`src/design/pgn_ram.sv`:
```
// ----------------------------------------------------------------------------
// pgn_ram
// One write port, two registered read ports, read-before-write.
// ----------------------------------------------------------------------------
`default_nettype none

module pgn_ram #(
	parameter int DEPTH = 256,
	parameter int WIDTH = 8
) (
	input  logic                     clk,
	input  logic                     en,
	input  logic                     we,
	input  logic [$clog2(DEPTH)-1:0] waddr,
	input  logic [WIDTH-1:0]         wdata,
	input  logic [$clog2(DEPTH)-1:0] raddr_a,
	input  logic [$clog2(DEPTH)-1:0] raddr_b,
	output logic [WIDTH-1:0]         rdata_a,
	output logic [WIDTH-1:0]         rdata_b
);

	logic [WIDTH-1:0] mem_q [DEPTH];
	logic [WIDTH-1:0] rd_a_q;
	logic [WIDTH-1:0] rd_b_q;

	always_ff @(posedge clk) begin
		if (we) begin
			mem_q[waddr] <= wdata;
		end
		if (en) begin
			rd_a_q <= mem_q[raddr_a];
			rd_b_q <= mem_q[raddr_b];
		end
	end

	assign rdata_a = rd_a_q;
	assign rdata_b = rd_b_q;

endmodule

`default_nettype wire

```
`config.mk`:
```
export PLATFORM = sky130hd
export DESIGN_NAME = pgn_ram
export DESIGN_NICKNAME = d
export VERILOG_FILES = /design/src/design/pgn_ram.sv
export SDC_FILE = /design/constraint.sdc
export NUM_CORES = 2
export LEC_CHECK = 0
export BUFFER_PORTS_ARGS = -buffer_cell sky130_fd_sc_hd__buf_2
export CAP_MARGIN = 20
export CORE_MARGIN = 3
export CORE_UTILIZATION = 34
export CTS_BUF_LIST = sky130_fd_sc_hd__clkbuf_4
export CTS_CLUSTER_DIAMETER = 120
export DETAILED_ROUTE_END_ITERATION = 12
export REMOVE_ABC_BUFFERS = 1
export SYNTH_ARGS = -nofsm -noshare
export SYNTH_HDL_FRONTEND = slang
export SYNTH_SLANG_ARGS = --single-unit
```
`constraint.sdc`:
```
create_clock -name clk -period 5.5 [get_ports clk]
set_input_delay 0.275 -clock clk [delete_from_list [all_inputs] [get_ports clk]]
set_output_delay 0.275 -clock clk [all_outputs]
set_load 0.01 [all_outputs]
```
==> results.json <==
{
  "place_congestion": 0.8897,
  "cts_resized": 0,
  "hold_slack_ns": 0.07863,
  "clock_path_buffers": 4,
  "cts.sinks": 2064,
  "crit_fanout": 2,
  "core_area_sq_um": 283300,
  "rsz0062_at_grt": "false",
  "synth-edff-count": 2064,
  "io_pins": 51,
  "ir_drop_v": 0.0001822,
  "gr-usage-all-layers_pct": 21.81,
  "cts_root_buf": "clkbuf_4",
  "drcViolationCount": 0,
  "path_delay_family": "multiplexers",
  "relSlewSlack_pct": 17.47,
  "avgSynthCellArea_sq_um": 20.04,
  "path_buf_inv": 1,
  "seq_area_sq_um": 61980,
  "worstSetupStartpointType": "register",
  "post_dp_cell_area_sq_um": 101900,
  "vias": 57450,
  "hold_violations": 0,
  "multi_input_area_sq_um": 32530,
  "arrival_ns": 4.62,
  "drive_gt1_share_pct": 39.20,
  "cp_slowest_stage_delay_ns": 0.86,
  "drt_first_pass_iters": 8,
  "r2r_slack_ns": 2.04,
  "tns_ns": 0,
  "netlist_instances": 4847,
  "nNetsFinal": 5392,
  "die_area_sq_um": 292100,
  "grt_pass1_vias": 58185,
  "ys_ff_latch": 2064,
  "ant_nets": 0,
  "tightest_slew_ns": 1.233,
  "die_w_microns": 540.5,
  "dieHeight_microns": 540.5,
  "post-cts-setup-buffer-count": 0,
  "wire_per_inst_microns": 34.09,
  "cp-end-kind": "register",
  "vias_per_cell": 6.064,
  "yosysWarnings": 0,
  "finalCriticalPeriod_ns": 3.462,
  "clock_skew_ns": 0.1121,
  "maxCapViolations": 0,
  "clock_latency_ns": 1.45,
  "start_util_pct": 34.29,
  "fmax_ghz": 0.2889,
  "power-per-cell-area_nw_per_um2": 310.1,
  "synth_ff_type": "edfxtp_1",
  "dp_hpwl_mm": 207.3,
  "critical_path_required_ns": 6.66,
  "drv_slew": 0,
  "setup_viol": 0,
  "status": "finished, final reports clean",
  "first_iter_violations": 7432,
  "path_cells": "mux4_2, mux4_2, a22o_1, nor4_1, nor3_1, dlygate4sd3_1",
  "htreeDepth": 6,
  "gr-total-overflow": 0,
  "p_leak_nw": 34.34,
  "async_reset_ff_share_pct": 0,
  "grt_antenna_before_repair": 20,
  "layout_commonest_cell": "edfxtp_1",
  "critical_path_class": "register to register",
  "synth.cell_area_sq_um": 97130,
  "cts_buffers": 560,
  "synth_cell_types": 64,
  "post-route-period-util_pct": 62.94,
  "wl_mm": 323.0,
  "core.rowCount": 195,
  "io_buffers": 50,
  "hold_path_class": "input pin to register",
  "cts_tree": "yes",
  "grt_max_degree": 209,
  "power_w": 0.03387,
  "stdcell_area_sq_um": 109200,
  "grt_pass1_wl_mm": 451.5,
  "slowest_stage": "nor4_1",
  "area_growth_pct": 12.44,
  "clk_pin_slew_ns": 0.07,
  "worst_path_most_repeated_cell": "mux4_2",
  "fillers": 25525,
  "final_cell_mix": "edfxtp_1 (2064), mux4_2 (1051), clkbuf_4 (778)",
  "yosysSeqAreaShare_pct": 63.81
}
cells by family (layout without fill, tap and decap cells):
family,after synthesis,in the layout,synth area share (%)
buf+inv,401,1268,2.726
mux,1325,1325,27.24
simple gates,591,591,2.691
compound gates,466,466,3.533
flops,2064,2064,63.81
other cells,0,17,0
cells in the mapped netlist (38+ instances only):
master,n,area [sq um]
o221ai_1,65,569.3
a21oi_1,79,395.4
a22oi_1,62,465.5
buf_2,104,520.5
o22ai_1,48,300.3
buf_6,44,495.5
nor2_1,298,1119
edfxtp_1,2064,61980
buf_4,42,315.3
mux4_2,1051,23670
mux2i_1,236,2362
nand3_1,52,260.3
nand2_1,114,427.9
clkbuf_1,137,514.2
mux2_2,38,427.9
layer usage:
metal	share of wire (%)	GRT usage (%)	up-vias	routed length, microns
li1	-	-	22426	-
met1	38	29.10	30571	123800
met2	46	32.96	3747	147200
met3	11	6.096	694	35710
met4	5.0	10.52	12	16200
met5	0.027	0	-	86
repair_timing:
| item | in CTS | in global routing |
|---|---|---|
| setup endpoints to repair | 0 | 0 |
| hold endpoints to repair | 2232 | 13 |
| hold buffers | 37 | 3 |
cell type report:
cell class,instances,area share [%]
Antenna cell,17,0.03895
Clock buffer,777,5.341
Clock inverter,142,0.7641
Inverter,6,0.02406
Multi-Input combinational cell,2382,29.78
Sequential cell,2064,56.75
Tap cell,3743,4.288
Timing Repair Buffer,343,3.013
through the flow:
stage          setup slack, ns  cells  utilization, %
6_report                 2.038   9474           38.56
2_1_floorplan            1.779   4452               -
3_5_place_dp             1.390   8478           35.97
3_3_place_gp             1.040   8441           35.83
4_1_cts                  2.109   9434           38.46
5_1_grt                  2.084   9466           38.55
state kept, by name (all words and copies together) (netlist names):
| name | cells |
|---|---|
| mem_q | 2048 |
| rdata_a | 8 |
| rdata_b | 8 |
power breakdown:
group / total (W) / switching [W] / internal [W]
Clock: 0.0134 / 0.00649 / 0.00696
Combinational: 0.00301 / 0.00187 / 0.00114
Sequential: 0.0174 / 0.0000616 / 0.0174
worst paths after layout:
| kind | start | cells past startpoint | to |
|---|---|---|---|
| hold reg to reg | mem_q[140][2] | 5 | rdata_a[2] |
| setup / recovery | mem_q[170][6] | 6 | rdata_a[6] |
| setup reg to reg | mem_q[170][6] | 6 | rdata_a[6] |
| hold / removal | wdata[2] | 2 | mem_q[125][2] |
(Power assumes the default switching activity.)
