File: src/design/pgn_pkg.sv
// ----------------------------------------------------------------------------
// pgn_pkg
// Widths, word types and arithmetic helpers for the 2D gradient noise block.
// ----------------------------------------------------------------------------
`default_nettype none

package pgn_pkg;

	localparam int COORD_BITS = 16;
	localparam int FRAC_BITS  = 16;
	localparam int TABLE_SIZE = 256;
	localparam int IDX_W      = $clog2(TABLE_SIZE);
	localparam int PERM_W     = 8;
	localparam int GRAD_W     = 3;
	localparam int OUT_W      = 18;
	localparam int OUT_FRAC   = 16;
	localparam int QUO_W      = IDX_W + FRAC_BITS;
	localparam int DIV_STEPS  = COORD_BITS + FRAC_BITS;
	localparam int UF_W       = FRAC_BITS + 1;
	localparam int SF_W       = FRAC_BITS + 2;
	localparam int DOT_W      = FRAC_BITS + 3;
	localparam int FADE_W     = FRAC_BITS + 6;
	localparam int LERP_W     = DOT_W + 1;
	localparam int RND_W      = 64;
	localparam int OUT_SHR    = (FRAC_BITS + 1 >= OUT_FRAC) ? FRAC_BITS + 1 - OUT_FRAC : 0;
	localparam int OUT_SHL    = (FRAC_BITS + 1 >= OUT_FRAC) ? 0 : OUT_FRAC - 1 - FRAC_BITS;

	localparam logic signed [RND_W-1:0] OUT_MAX = (RND_W'(1) <<< (OUT_W - 1)) - RND_W'(1);
	localparam logic signed [RND_W-1:0] OUT_MIN = -(RND_W'(1) <<< (OUT_W - 1));

	typedef enum logic {
		OP_LOAD = 1'b0,
		OP_EVAL = 1'b1
	} op_t;

	typedef struct packed {
		op_t                   op;
		logic [COORD_BITS-1:0] x_coord;
		logic [COORD_BITS-1:0] y_coord;
		logic [COORD_BITS-1:0] cell_scale;
		logic [IDX_W-1:0]      table_index;
		logic [PERM_W-1:0]     table_value;
	} in_word_t;

	typedef struct packed {
		logic signed [OUT_W-1:0] noise_value;
		logic                    scale_error;
	} out_word_t;

	typedef struct packed {
		logic                 valid;
		op_t                  op;
		logic                 err;
		logic [IDX_W-1:0]     cx;
		logic [IDX_W-1:0]     cy;
		logic [IDX_W-1:0]     scale;
		logic [FRAC_BITS-1:0] fx;
		logic [FRAC_BITS-1:0] fy;
		logic [IDX_W-1:0]     tidx;
		logic [PERM_W-1:0]    tval;
	} div_out_t;

	// shift right by k, round to nearest, ties away from zero
	function automatic logic signed [RND_W-1:0] round_q(input logic signed [RND_W-1:0] v,
		input int k);
		logic signed [RND_W-1:0] half;
		logic [RND_W-1:0]        sum;
		if (k == 0) return v;
		half = RND_W'(1) <<< (k - 1);
		sum  = v + half - {{(RND_W-1){1'b0}}, v[RND_W-1]};
		return $signed(sum) >>> k;
	endfunction

	function automatic logic signed [DOT_W-1:0] dot_q(input logic [GRAD_W-1:0] g,
		input logic signed [SF_W-1:0] dx, input logic signed [SF_W-1:0] dy);
		logic signed [DOT_W-1:0] ex;
		logic signed [DOT_W-1:0] ey;
		logic signed [DOT_W-1:0] r;
		ex = DOT_W'(dx);
		ey = DOT_W'(dy);
		unique case (g)
			3'd0: r = ex + ey;
			3'd1: r = ey - ex;
			3'd2: r = ex - ey;
			3'd3: r = -ex - ey;
			3'd4: r = ex;
			3'd5: r = -ex;
			3'd6: r = ey;
			default: r = -ey;
		endcase
		return r;
	endfunction

endpackage

`default_nettype wire

File: src/design/pgn_fade.sv
// ----------------------------------------------------------------------------
// pgn_fade
// Three-stage quintic fade 6t^5-15t^4+10t^3 in fixed point.
// ----------------------------------------------------------------------------
`default_nettype none

module pgn_fade (
	input  logic                          clk,
	input  logic                          en,
	input  logic [pgn_pkg::FRAC_BITS-1:0] f,
	output logic [pgn_pkg::UF_W-1:0]      fade
);
	import pgn_pkg::*;

	localparam logic [FADE_W-1:0]        C15 = FADE_W'(15) << FRAC_BITS;
	localparam logic signed [RND_W-1:0]  C10 = RND_W'(10) <<< FRAC_BITS;

	logic signed [FADE_W-1:0]          a_n;
	logic [2*FRAC_BITS-1:0]            sq;
	logic signed [FADE_W-1:0]          a_s1;
	logic [UF_W-1:0]                   f2_s1;
	logic [FRAC_BITS-1:0]              f_s1;

	logic signed [FADE_W+FRAC_BITS:0]  pa;
	logic [UF_W+FRAC_BITS-1:0]         pt;
	logic signed [FADE_W-1:0]          b_s2;
	logic [UF_W-1:0]                   t3_s2;

	logic signed [FADE_W+UF_W:0]       pc;
	logic [UF_W-1:0]                   fade_s3;

	assign a_n = $signed(FADE_W'(FADE_W'(f) * FADE_W'(6)) - C15);
	assign sq  = {{FRAC_BITS{1'b0}}, f} * {{FRAC_BITS{1'b0}}, f};

	always_ff @(posedge clk) begin
		if (en) begin
			a_s1  <= a_n;
			f2_s1 <= UF_W'(round_q(RND_W'(sq), FRAC_BITS));
			f_s1  <= f;
		end
	end

	assign pa = a_s1 * $signed({1'b0, f_s1});
	assign pt = f2_s1 * f_s1;

	always_ff @(posedge clk) begin
		if (en) begin
			b_s2  <= FADE_W'(round_q(RND_W'(pa), FRAC_BITS) + C10);
			t3_s2 <= UF_W'(round_q(RND_W'(pt), FRAC_BITS));
		end
	end

	assign pc = b_s2 * $signed({1'b0, t3_s2});

	always_ff @(posedge clk) begin
		if (en) begin
			fade_s3 <= UF_W'(round_q(RND_W'(pc), FRAC_BITS));
		end
	end

	assign fade = fade_s3;

endmodule

`default_nettype wire

File: config.mk
export PLATFORM = sky130hd
export DESIGN_NAME = pgn_fade
export DESIGN_NICKNAME = d
export VERILOG_FILES = /design/src/design/pgn_pkg.sv /design/src/design/pgn_fade.sv
export SDC_FILE = /design/constraint.sdc
export NUM_CORES = 2
export LEC_CHECK = 0
export ABC_AREA = 1
export BUFFER_PORTS_ARGS = -buffer_cell sky130_fd_sc_hd__buf_2
export CELL_PAD_IN_SITES_DETAIL_PLACEMENT = 1
export CELL_PAD_IN_SITES_GLOBAL_PLACEMENT = 2
export CORE_UTILIZATION = 37
export CTS_CLUSTER_DIAMETER = 40
export DETAILED_ROUTE_END_ITERATION = 8
export PLACE_DENSITY_LB_ADDON = 0.08
export SYNTH_ARGS = -nofsm -noshare
export SYNTH_HDL_FRONTEND = slang
export SYNTH_SLANG_ARGS = --single-unit
File: constraint.sdc
create_clock -name clk -period 7.4 [get_ports clk]
set_input_delay 0 -clock clk [delete_from_list [all_inputs] [get_ports clk]]
set_output_delay 0 -clock clk [all_outputs]
set_load 0.005 [all_outputs]
==> results.py <==
metrics = {
    "global_routing": {
        "grt_overflow": 0,
        "grt_antenna_before_repair": 1,
        "vias_in_the_first_global_route": 44800,
        "globalRouteTotalUtil_pct": 22.6,
        "grt_first_pass_wirelength_um": 242000,
        "pin_count_of_the_biggest_net_entering_global_routing": 57,
    },
    "setup_path": {
        "timing.critical_path.buf_inv": 10,
        "timing.critical_path.from_type": "flop",
        "crit_fanout": 6,
        "critPathMaxStageDelay_ps": 570,
        "worst_ep_arrival_time_ps": 7780,
        "setup.worst_path.end_class": "flop",
        "timing_worst_setup_path_type": "reg -> reg",
        "worst_path_max_delay_cell": "fa_1",
        "critPathRequiredTime_ps": 7590,
        "crit_family": "adder cells",
        "r2r_slack_ps": -200,
    },
    "drt": {
        "via_count": 39100,
        "detail_route.first_pass.iterations": 7,
        "drc": 0,
        "drt_first_iter_violations": 1465,
        "routedWlPerCell_um": 17.6,
        "totalWireLength_um": 148000,
        "route.detailed.vias_per_inst": 4.65,
        "antenna_left": 0,
    },
    "cells_and_area": {
        "final_layout_fill_cell_count": 16200,
        "seq_area_sq_um": 3210,
        "drive_above_1_share_pct": 13.2,
        "multi_input_area_sq_um": 39900,
        "post-route-cell-area_sq_um": 57800,
        "postLayoutCoreUtil_pct": 43.2,
        "nNetsFinal": 8222,
        "syn_to_final_growth_pct": 15.6,
    },
    "timing": {
        "rsz0062_at_grt": "yes",
        "slew-limit-headroom_pct": 41.5,
        "report.final.hold_viol_count": 0,
        "final.setup.tns_ps": -532,
        "final_max_slew_viol_count": 0,
        "tightest_slew_ps": 878,
        "timing.final.ws_setup_ps": -196,
        "layout_worst_path_cycle_share_pct": 103,
        "fmax_ghz": 0.132,
        "setup-violations-final": 3,
        "clock-skew-final_ps": 17.9,
        "final_period_minus_worst_setup_slack_ps": 7600,
    },
    "logic_synthesis": {
        "syn-instance-count": 6270,
        "synth-edff-count": 107,
        "share_of_synthesized_registers_carrying_an_async_set_or_reset_pct": 0,
        "yosysTopAreaCell": "fa_1",
        "yosysSeqAreaShare_pct": 6.43,
        "synth.top_cells.by_area": "fa_1 (43%), inv_1 (15%), ha_1 (13%)",
        "synth_largest_type_area_fraction_pct": 42.5,
        "synth_cell_type_count": 54,
        "yosysWarnings": 0,
        "synth-seq-cells": 107,
        "mappedNetlistArea_sq_um": 50000,
        "dominantRegCellSynth": "edfxtp_1",
        "synth.avg_cell_area_sq_um": 7.97,
        "postSynthNetCount": 7862,
    },
    "placed_design": {
        "place_hpwl_um": 129000,
        "dpl_cell_area_sq_um": 55600,
        "finalWeightedCongestion": 0.819,
        "io_buffers": 34,
    },
    "clock_network": {
        "root_cell_of_the_clock_tree": "clkbuf_16",
        "numClockSinks": 107,
        "clk-insertion-delay-late_ps": 440,
        "cts_tree": "built",
        "cts.reportedPaths.clkPinSlew_ps": 90,
        "cts.path.max_buffers": 2,
        "total_clock_buffers_created_by_cts": 9,
        "ctsHtreeMaxLevel": 3,
    },
    "floorplan": {
        "floorplan.die.height_um": 370,
        "ioPinCount": 35,
        "start_util_pct": 37.4,
        "core.rowCount": 134,
        "die_w_um": 370,
        "die_area_sq_um": 137000,
        "coreArea_sq_um": 134000,
    },
    "min_path": {
        "holdCritPathClass": "in -> reg",
    },
    "outcome": {
        "violations_in_the_final_reports": "setup timing",
        "run_status": "finished, violations left",
    },
    "flow_run": {
        "max_cap_violations": 0,
    },
}
what timing repair did:
| action | 4_1_cts | 5_1_grt |
|---|---|---|
| hold buffers | 4 | 0 |
| cloned | 1 | 0 |
| pin swaps | 32 | 85 |
| hold endpoints to repair | 4 | 0 |
| endpoints found under the setup margin | 13 | 33 |
| resized for setup | 79 | 238 |
| setup buffers | 18 | 34 |
placed cells by master (no fill, tap or decap), types with 8 or more instances in the layout:
master / instances
o21bai_1: 9
nand4_1: 18
inv_1: 1972
fa_1: 1056
buf_6: 15
a31oi_1: 17
clkbuf_16: 9
xnor2_1: 40
edfxtp_1: 107
xor2_1: 81
buf_2: 35
o21ai_1: 15
inv_2: 26
nand3_1: 61
buf_4: 492
ha_4: 38
ha_1: 472
o21ai_0: 79
nor2_2: 21
xor2_2: 14
nand2_1: 1457
o21a_1: 10
a21o_1: 12
nor3_1: 28
nand3_2: 8
nor2_1: 112
a21oi_1: 167
a21oi_2: 41
buf_12: 30
o21ai_2: 11
nand2_2: 47
cells in the mapped netlist, types with 4 or more instances:
cell type and n:
o21a_1 10, o2111ai_1 4, nor3_1 33, a21o_1 12, a211oi_1 5, nand3_1 66
xnor2_1 44, nand3_2 4, nand2_2 7, o31ai_1 4, nor2_1 138, edfxtp_1 107
o21bai_1 10, xor2_1 98, buf_1 19, o21ai_0 100, nand3b_1 6, inv_1 1998
a221oi_1 5, and2_1 5, nand2_1 1503, a21oi_1 213, nand4_1 18, clkbuf_1 208
ha_1 512, o21ai_1 5, nor4_1 8, o211ai_1 6, a31oi_1 23, fa_1 1062
final cells by class:
class / count / area share [%]
clock buffer: 9 / 0.390
clock inverter: 7 / 0.102
tap: 1768 / 3.83
antenna: 2 / 0.00866
sequential: 107 / 5.56
timing repair buffer: 577 / 8.14
inverter: 1999 / 13.0
multi-input combinational: 3936 / 69.0
routing by layer:
| layer | GRT usage [%] | share of wire (%) | wire length (um) |
|---|---|---|---|
| met5 | 0 | 0 | 0 |
| met4 | 4.49 | 1.8 | 2700 |
| met3 | 1.81 | 2.1 | 3030 |
| met2 | 39.4 | 49 | 71700 |
| met1 | 30.8 | 48 | 70100 |
sequential cells by signal (all words and copies together) (netlist names):
signal / count
b_s2: 22
a_s1: 18
f2_s1: 17
fade: 17
t3_s2: 17
f_s1: 16
metrics by stage:
stage / setup slack [ps] / hold slack [ps] / instances
4_1_cts: -231 / 31.3 / 8371
6_report: -196 / 74.3 / 8405
3_5_place_dp: -442 / 398 / 8334
2_1_floorplan: 6.65 / 98.9 / 6270
3_3_place_gp: -320 / 391 / 8334
5_1_grt: -623 / 51.7 / 8403
worst register-to-register path, delay by kind of cell, from the launching register on:
kind                     cells  cell delay (ps)
XOR/XNOR                     1              180
AND/OR/NAND/NOR             13             1130
buffers and inverters       10              770
flip-flops                   1              430
adder cells (fa/ha/maj)      9             3750
AO/OA/AOI/OAI                7             1090
kinds of logic after synthesis:
family	count (synthesis)	share of synthesized area (%)
buffers and inverters	2227	16.7
AND/OR/NAND/NOR	1801	14.2
adder cells (fa/ha/maj)	1574	55.4
AO/OA/AOI/OAI	416	4.69
XOR/XNOR	145	2.64
flip-flops	107	6.43
worst paths after layout:
check | startpoint | endpoint | cells past startpoint
max reg2reg | f_s1[7]$_DFFE_PP_ | b_s2[21]$_DFFE_PP_ | 40
min | f[0] | f_s1[0]$_DFFE_PP_ | 1
min reg2reg | t3_s2[0]$_DFFE_PP_ | fade[4]$_DFFE_PP_ | 9
max | f_s1[7]$_DFFE_PP_ | b_s2[21]$_DFFE_PP_ | 40
Power is not shown: default switching activity piles up to over one toggle a cycle in this logic, so the estimate is an artifact.
